--- config.mk ---
export PLATFORM = sky130hd
export DESIGN_NAME = sample_window_convolver_top
export DESIGN_NICKNAME = d
export VERILOG_FILES = /design/src/swc_pkg.sv /design/src/swc_ram.sv /design/src/sample_window_convolver_top.sv
export SDC_FILE = /design/constraint.sdc
export NUM_CORES = 1
export LEC_CHECK = 0
export BUFFER_PORTS_ARGS = -buffer_cell sky130_fd_sc_hd__clkbuf_2
export CORE_UTILIZATION = 37
export DETAILED_ROUTE_END_ITERATION = 10
export SLEW_MARGIN = 20
export SYNTH_ARGS = -nofsm -noshare
export SYNTH_HDL_FRONTEND = slang
export SYNTH_SLANG_ARGS = --single-unit
--- constraint.sdc ---
create_clock -name clk_i -period 10 [get_ports clk_i]
set_input_delay 0.5 -clock clk_i [delete_from_list [all_inputs] [get_ports clk_i]]
set_output_delay 0.5 -clock clk_i [all_outputs]
set_load 0.02 [all_outputs]
--- src/swc_pkg.sv ---
package swc_pkg;

  // fixed field widths
  localparam int unsigned SampleW = 12;
  localparam int unsigned CoefW   = 16;
  localparam int unsigned ValueW  = 31;
  localparam int unsigned IndexW  = 5;
  localparam int unsigned CfgIdxW = 8;
  localparam int unsigned ProdW   = SampleW + 1 + CoefW;

  // coefficient reset, 0.2 in q1.15
  localparam logic signed [CoefW-1:0] CoefReset = 16'sd6554;

  // request kinds
  typedef enum logic {
    ReqSample = 1'b0,
    ReqToggle = 1'b1
  } req_type_e;

  typedef logic [SampleW-1:0]       sample_t;
  typedef logic signed [CoefW-1:0]  coef_t;
  typedef logic signed [ValueW-1:0] value_t;
  typedef logic signed [ProdW-1:0]  prod_t;

endpackage

--- src/swc_ram.sv ---
module swc_ram #(
  parameter int unsigned Width = 12,
  parameter int unsigned Depth = 16
) (
  input  logic                     clk_i,
  input  logic                     we_i,
  input  logic [$clog2(Depth)-1:0] waddr_i,
  input  logic [Width-1:0]         wdata_i,
  input  logic                     re_i,
  input  logic [$clog2(Depth)-1:0] raddr_i,
  output logic [Width-1:0]         rdata_o
);

  logic [Width-1:0] mem_q [Depth];
  logic [Width-1:0] rdata_q;

  always_ff @(posedge clk_i) begin
    if (we_i) begin
      mem_q[waddr_i] <= wdata_i;
    end
    if (re_i) begin
      rdata_q <= mem_q[raddr_i];
    end
  end

  assign rdata_o = rdata_q;

endmodule

--- src/sample_window_convolver_top.sv ---
// sample window convolver
//
// input channel: start / busy. a request is taken at a clock edge with start
// high and busy low. req_type_i selects a sample or an enable toggle.
// a toggle flips the enable flag and gives no result; a sample taken while
// disabled is dropped. a sample taken while enabled goes into the circular
// window and starts a run of WINDOW+TAPS-1 results, index 0 upward, the last
// one flagged by last_o.
// result channel: result_valid_o marks each result for exactly one cycle;
// the receiver cannot stall it, so the block never waits on the far side.
// config channel: cfg_valid_i / cfg_ready_o with cfg_index_i and cfg_data_i,
// always ready; index 0..TAPS-1 writes a q1.15 tap, other indexes are ignored.
// write taps only while busy is low.
// timing: one multiply-accumulate per cycle through the window memory's single
// read port, so a run issues WINDOW*TAPS multiply-accumulates, then drains its
// pipeline; busy stays high until the last result is out, and a new
// request can be taken in the cycle that last result is shown.
// reset: taps go to 0.2, the window reads as zeros, write pointer to zero,
// block disabled. per-entry valid bits stand in for clearing the window ram,
// so no clearing pass is needed.
module sample_window_convolver_top #(
  parameter int unsigned WINDOW = 16,
  parameter int unsigned TAPS   = 5
) (
  input  logic                            clk_i,
  input  logic                            rst_ni,
  input  logic                            start,
  output logic                            busy,
  input  logic                            req_type_i,
  input  logic [swc_pkg::SampleW-1:0]     sample_value_i,
  input  logic                            cfg_valid_i,
  output logic                            cfg_ready_o,
  input  logic [swc_pkg::CfgIdxW-1:0]     cfg_index_i,
  input  logic [swc_pkg::CoefW-1:0]       cfg_data_i,
  output logic                            result_valid_o,
  output logic [swc_pkg::IndexW-1:0]      result_index_o,
  output logic signed [swc_pkg::ValueW-1:0] conv_value_o,
  output logic                            last_o
);

  import swc_pkg::*;

  localparam int unsigned Count = WINDOW + TAPS - 1;
  localparam int unsigned AW    = $clog2(WINDOW);
  localparam int unsigned NW    = $clog2(Count);
  localparam int unsigned TW    = (TAPS > 1) ? $clog2(TAPS) : 1;

  localparam logic [NW:0] TapsM1  = (NW+1)'(TAPS - 1);
  localparam logic [NW:0] WinM1   = (NW+1)'(WINDOW - 1);
  localparam logic [NW-1:0] LastN = NW'(Count - 1);
  localparam logic [AW:0] WinSize = (AW+1)'(WINDOW);
  localparam logic [AW-1:0] WpMax = AW'(WINDOW - 1);

  typedef enum logic {
    StIdle,
    StRun
  } state_e;

  // control state
  state_e          state_q, state_d;
  logic            enabled_q;
  logic [AW-1:0]   wp_q;
  logic [WINDOW-1:0] valid_q;
  logic [NW-1:0]   n_q, n_d;
  logic [AW-1:0]   k_q, k_d;

  // taps
  coef_t coef_q [TAPS];

  // pipeline
  logic            v1_q, first1_q, last1_q, rdv1_q;
  logic [NW-1:0]   n1_q;
  coef_t           coef1_q;
  logic            v2_q, first2_q, last2_q;
  logic [NW-1:0]   n2_q;
  prod_t           prod2_q;
  value_t          acc_q;

  // result registers
  logic            res_valid_q;
  logic [NW-1:0]   res_n_q;
  value_t          res_value_q;
  logic            res_last_q;

  logic            accept;
  logic            take_sample;
  logic [NW:0]     n_ext, n_nx;
  logic [NW:0]     kmin_cur, kmin_nx, kmax_cur;
  logic [NW:0]     tap_ext;
  logic [TW-1:0]   tap_idx;
  logic [AW:0]     addr_sum;
  logic [AW-1:0]   rd_addr;
  logic            k_first, k_last;
  logic [SampleW-1:0] ram_rdata;
  sample_t         samp1;
  prod_t           prod1;
  value_t          acc_sum;

  assign accept      = start && !busy;
  assign take_sample = accept && (req_type_i == ReqSample) && enabled_q;

  // index arithmetic for the current issue slot
  always_comb begin
    n_ext    = {1'b0, n_q};
    n_nx     = n_ext + 1'b1;
    kmin_cur = (n_ext >= TapsM1) ? n_ext - TapsM1 : '0;
    kmin_nx  = (n_nx >= TapsM1) ? n_nx - TapsM1 : '0;
    kmax_cur = (n_ext < WinM1) ? n_ext : WinM1;
    tap_ext  = n_ext - {1'b0, (NW)'(k_q)};
    tap_idx  = TW'(tap_ext);
    k_first  = ({1'b0, (NW)'(k_q)} == kmin_cur);
    k_last   = ({1'b0, (NW)'(k_q)} == kmax_cur);
    // oldest entry sits at the write pointer
    addr_sum = {1'b0, wp_q} + {1'b0, k_q};
    if (addr_sum >= WinSize) begin
      addr_sum = addr_sum - WinSize;
    end
    rd_addr  = addr_sum[AW-1:0];
  end

  // sequencer next state
  always_comb begin
    state_d = state_q;
    n_d     = n_q;
    k_d     = k_q;
    case (state_q)
      StIdle: begin
        if (take_sample) begin
          state_d = StRun;
          n_d     = '0;
          k_d     = '0;
        end
      end
      StRun: begin
        if (k_last) begin
          if (n_q == LastN) begin
            state_d = StIdle;
          end else begin
            n_d = n_nx[NW-1:0];
            k_d = AW'(kmin_nx);
          end
        end else begin
          k_d = k_q + 1'b1;
        end
      end
      default: state_d = StIdle;
    endcase
  end

  swc_ram #(
    .Width(SampleW),
    .Depth(WINDOW)
  ) u_window (
    .clk_i  (clk_i),
    .we_i   (take_sample),
    .waddr_i(wp_q),
    .wdata_i(sample_value_i),
    .re_i   (state_q == StRun),
    .raddr_i(rd_addr),
    .rdata_o(ram_rdata)
  );

  // stage 1: ram data back, multiply
  assign samp1 = rdv1_q ? ram_rdata : '0;
  assign prod1 = $signed({1'b0, samp1}) * coef1_q;

  // stage 2: accumulate, restart on the first product of each output
  assign acc_sum = (first2_q ? value_t'(0) : acc_q) + ValueW'(prod2_q);

  always_ff @(posedge clk_i or negedge rst_ni) begin
    if (!rst_ni) begin
      state_q     <= StIdle;
      enabled_q   <= 1'b0;
      wp_q        <= '0;
      valid_q     <= '0;
      n_q         <= '0;
      k_q         <= '0;
      v1_q        <= 1'b0;
      v2_q        <= 1'b0;
      res_valid_q <= 1'b0;
      for (int i = 0; i < TAPS; i++) begin
        coef_q[i] <= CoefReset;
      end
    end else begin
      state_q <= state_d;
      n_q     <= n_d;
      k_q     <= k_d;

      if (cfg_valid_i && (32'(cfg_index_i) < TAPS)) begin
        coef_q[TW'(cfg_index_i)] <= cfg_data_i;
      end

      if (accept && (req_type_i == ReqToggle)) begin
        enabled_q <= !enabled_q;
      end
      if (take_sample) begin
        valid_q[wp_q] <= 1'b1;
        wp_q          <= (wp_q == WpMax) ? '0 : wp_q + 1'b1;
      end

      v1_q        <= (state_q == StRun);
      v2_q        <= v1_q;
      res_valid_q <= v2_q && last2_q;
    end
  end

  // payload registers
  always_ff @(posedge clk_i) begin
    first1_q <= k_first;
    last1_q  <= k_last;
    n1_q     <= n_q;
    rdv1_q   <= valid_q[rd_addr];
    coef1_q  <= coef_q[tap_idx];

    first2_q <= first1_q;
    last2_q  <= last1_q;
    n2_q     <= n1_q;
    prod2_q  <= prod1;

    if (v2_q) begin
      acc_q <= acc_sum;
    end
    if (v2_q && last2_q) begin
      res_n_q     <= n2_q;
      res_value_q <= acc_sum;
      res_last_q  <= (n2_q == LastN);
    end
  end

  assign busy           = (state_q == StRun) || v1_q || v2_q;
  assign cfg_ready_o    = 1'b1;
  assign result_valid_o = res_valid_q;
  assign result_index_o = IndexW'(res_n_q);
  assign conv_value_o   = res_value_q;
  assign last_o         = res_valid_q && res_last_q;

`ifndef SYNTHESIS
  // no request is taken during a run, so the window pointer holds
  assert property (@(posedge clk_i) disable iff (!rst_ni)
    busy |=> $stable(wp_q))
    else $error("write pointer moved during a run");

  // every result comes from a completed output sum
  assert property (@(posedge clk_i) disable iff (!rst_ni)
    result_valid_o |-> $past(v2_q && last2_q))
    else $error("result without a finished sum");

  // tap index stays within the tap set while issuing
  assert property (@(posedge clk_i) disable iff (!rst_ni)
    (state_q == StRun) |-> (tap_ext < (NW+1)'(TAPS)))
    else $error("tap index out of range");

  // the final result of a run ends the busy period
  assert property (@(posedge clk_i) disable iff (!rst_ni)
    last_o |-> !busy)
    else $error("run still busy after last result");
`endif

endmodule
==> impl_metrics.env <==
export IMPL_drt_wirelength_per_cell_um=17.9
export IMPL_timing_fmax_mhz=154
export IMPL_fin_crit_ps=6510
export IMPL_crit_chain="buf_4, and3_1, inv_1, fa_1, inv_1, fa_1, inv_1, fa_1, inv_1, fa_1, inv_1, fa_1, inv_1, ha_1, and2_1, o21ai_0, a31oi_1, a311o_1"
export IMPL_syn_to_final_growth_pct=12.3
export IMPL_cpMaxStageDelayCell="sky130_fd_sc_hd__fa_1"
export IMPL_vias_per_cell=5.01
export IMPL_layout_filler_cell_count=6333
export IMPL_synth_top_cell_area_share_pct=31.6
export IMPL_initial_core_util_pct=37.6
export IMPL_cts_tree="built"
export IMPL_max_clock_path_buffers=3
export IMPL_cts_inserted_buffers=49
export IMPL_antenna_violating_nets_post_route=0
export IMPL_worst_path_most_repeated_cell="sky130_fd_sc_hd__inv_1"
export IMPL_min_path_type="in -> reg"
export IMPL_max_vdd_ir_drop_v=0.000134
export IMPL_yosys_most_used_dff="sky130_fd_sc_hd__edfxtp_1"
export IMPL_layout_core_utilization_pct=42.2
export IMPL_ioPinCount=81
export IMPL_synthesis_area_per_instance_um2=12.7
export IMPL_firstDrtPassIters=5
export IMPL_vias=15400
export IMPL_numPortBuffers=79
export IMPL_final_setup_viol_count=0
export IMPL_post_synth_num_cell_types=84
export IMPL_crit_start_category="flop"
export IMPL_worst_slew_pin_slew_ps=1090
export IMPL_leakage_nw=12.8
export IMPL_number_of_antenna_violations_at_the_first_check_in_global_routing=2
export IMPL_worst_setup_path_type="reg -> reg"
export IMPL_final_cell_mix="sky130_fd_sc_hd__inv_1, sky130_fd_sc_hd__edfxtp_1, sky130_fd_sc_hd__fa_1, sky130_fd_sc_hd__nand2_1, sky130_fd_sc_hd__ha_1"
export IMPL_worst_clock_skew_ps=29.3
export IMPL_fin_setup_tns_ps=0
export IMPL_gr_total_overflow=0
export IMPL_vias_in_the_first_global_route=16200
export IMPL_total_area_of_sequential_cells_mm2=0.0123
export IMPL_netlist_top_cells_area="sky130_fd_sc_hd__edfxtp_1, sky130_fd_sc_hd__fa_1, sky130_fd_sc_hd__dfrtp_1, sky130_fd_sc_hd__mux4_2, sky130_fd_sc_hd__ha_1"
export IMPL_ys_seq_area_share_pct=47.4
export IMPL_maxCapViolCount=0
export IMPL_clock_transition_at_the_registers_of_the_reported_paths_ps=60
export IMPL_total_wire_length_um=54800
export IMPL_grt_pass1_wl_um=88200
export IMPL_post_synth_instance_area_mm2=0.0259
export IMPL_sink_count=446
export IMPL_netlist_top_cell_by_area="sky130_fd_sc_hd__edfxtp_1"
export IMPL_critPathArrivalTime_ps=6990
export IMPL_powerDensity_mw_per_mm2=136
export IMPL_async_flop_share_pct=25.6
export IMPL_worst_case_headroom_to_the_max_slew_limit_pct=27.2
export IMPL_timing_max_transition_violations_final=0
export IMPL_num_rows=96
export IMPL_layout_worst_path_cycle_share_pct=65.1
export IMPL_worst_skew_pair_late_latency_ps=620
export IMPL_die_area_mm2=0.0709
export IMPL_grt_util_all_layers_pct=15.7
export IMPL_h_tree_depth=2
export IMPL_path_max_fanout=87
export IMPL_post_cts_buffers=0
export IMPL_dpl_hpwl_um=38500
export IMPL_clockRootBuffer="sky130_fd_sc_hd__clkbuf_16"
export IMPL_remaining_drc_errors=0
export IMPL_synth_edf_count=272
export IMPL_run_status="complete, no violations"
export IMPL_hold_viol_final=0
export IMPL_pin_count_of_the_biggest_net_entering_global_routing=88
export IMPL_die_width_um=266
export IMPL_postSynthRegisterBits=446
export IMPL_drive_gt1_share_pct=18.9
export IMPL_worst_endpoint_required_ps=10490
export IMPL_grt_setup_unrepaired="false"
export IMPL_postSynthCellCount=2033
export IMPL_type_of_element_capturing_the_critical_path="flop"
export IMPL_mostFrequentLayoutCell="sky130_fd_sc_hd__inv_1"
export IMPL_num_nets_final=2428
export IMPL_die_height_um=266
export IMPL_drt_iter0_markers=862
export IMPL_gp_routability_congestion=0.866
export IMPL_multi_input_comb_area_mm2=0.0123
export IMPL_core_mm2=0.0688
export IMPL_placed_cell_area_mm2=0.0273
export IMPL_post_layout_power_mw=3.96
export IMPL_placement_setup_worst_slack_ps=3500
export IMPL_synthesis_nets=2371
export IMPL_critPathMaxStageDelay_ps=760
export IMPL_synthesis_yosys_warnings=0
export IMPL_fin_area_mm2=0.0290
export IMPL_finalWorstSetupSlack_ps=3490
area by class of cell:
type                       instances  area share, %
multi-input combinational       1215           42.3
sequential                       446           42.3
clock buffer                      61           4.66
tap                              931           4.01
inverter                         283           3.66
timing repair buffer              95           1.79
clock inverter                    31           1.32
antenna                            1        0.00862
worst max-delay path: cells and delay by family (launching register included):
kind	cells	cell delay (ps)
AO/OA/AOI/OAI	3	1040
AND/OR/NAND/NOR	2	500
buffers and inverters	7	1090
flip-flops	1	510
adder cells (fa/ha/maj)	6	3230
report_power, final:
group          total [mW]  internal, mW  switching, mW
registers            1.99          1.97         0.0206
logic              0.0558        0.0230         0.0327
clock network        1.91          1.13          0.780
stage by stage:
stage                     hold WS [ps]  cells
after CTS                          122   3062
after detailed placement           312   2969
after global placement             314   2969
final                              169   3063
after floorplan                    204   2033
after global routing               140   3063
worst paths after layout:
path / start / endpoint / slack, ps / depth (start not counted)
setup / recovery: rdv1_q / prod2_q[25] / 3490 / 18
min in group asynchronous: rst_ni / coef_q[21] / 530 / 2
max in group asynchronous: rst_ni / result_valid_o / 8200 / 3
hold / removal: start / enabled_q / 170 / 3
hold reg to reg: n1_q[2] / n2_q[2] / 320 / 0
setup reg to reg: rdv1_q / prod2_q[25] / 3490 / 18
logic make-up after synthesis:
kind of cell    share of synthesized area, %
other cells                           0.0145
flops                                   47.4
simple gates                            9.74
xor+xnor                                2.06
mux                                     10.0
compound gates                          5.56
fa+ha+maj                               19.6
buf+inv                                 5.53
synthesized netlist by cell type (3+ instances only):
master / instances
sky130_fd_sc_hd__a31oi_1: 8
sky130_fd_sc_hd__mux2_2: 67
sky130_fd_sc_hd__fa_1: 181
sky130_fd_sc_hd__nor3_1: 13
sky130_fd_sc_hd__nand3_1: 46
sky130_fd_sc_hd__dfstp_2: 35
sky130_fd_sc_hd__o21bai_1: 6
sky130_fd_sc_hd__nand2b_1: 18
sky130_fd_sc_hd__a21o_1: 16
sky130_fd_sc_hd__a211oi_1: 20
sky130_fd_sc_hd__o21a_1: 8
sky130_fd_sc_hd__xnor2_1: 46
sky130_fd_sc_hd__nor2_1: 43
sky130_fd_sc_hd__o211ai_1: 3
sky130_fd_sc_hd__edfxtp_1: 272
sky130_fd_sc_hd__nor4_1: 3
sky130_fd_sc_hd__a41oi_1: 6
sky130_fd_sc_hd__and3_1: 107
sky130_fd_sc_hd__o211a_1: 4
sky130_fd_sc_hd__clkbuf_1: 63
sky130_fd_sc_hd__nand2_1: 158
sky130_fd_sc_hd__mux2_1: 13
sky130_fd_sc_hd__nor2b_1: 48
sky130_fd_sc_hd__dfxtp_1: 60
sky130_fd_sc_hd__a21oi_1: 53
sky130_fd_sc_hd__buf_2: 13
sky130_fd_sc_hd__dfrtp_1: 79
sky130_fd_sc_hd__or2_2: 18
sky130_fd_sc_hd__mux4_2: 68
sky130_fd_sc_hd__nand3b_1: 5
sky130_fd_sc_hd__inv_1: 283
sky130_fd_sc_hd__a211oi_2: 3
sky130_fd_sc_hd__and4_1: 3
sky130_fd_sc_hd__o21ai_1: 10
sky130_fd_sc_hd__o21ai_0: 34
sky130_fd_sc_hd__ha_1: 116
sky130_fd_sc_hd__buf_1: 9
sky130_fd_sc_hd__mux2i_1: 16
sky130_fd_sc_hd__and2_1: 11
sky130_fd_sc_hd__xor2_1: 13
registers in the layout, indices dropped and copies added (netlist names), 4 cells and up:
register and flops:
n_q 5, n1_q 5, u_window.mem_q 192, result_index_o 5, coef_q 80, valid_q 16
prod2_q 29, conv_value_o 31, acc_q 31, k_q 4, wp_q 4, n2_q 5
coef1_q 16, u_window.rdata_o 12
metal layers:
metal / vias to the layer above / GRT usage, % / wire (um)
met5: - / 0 / 13
met4: 2 / 5.14 / 1370
met3: 81 / 2.50 / 2440
met2: 320 / 26.6 / 26500
met1: 7838 / 20.6 / 24400
li1: 7113 / - / -
timing repair:
item	4_1_cts	5_1_grt
gates resized for setup	0	0
hold endpoints to repair	31	0
setup endpoints to repair	0	0
hold buffers	1	0
Power figures use the tool's default switching activity.
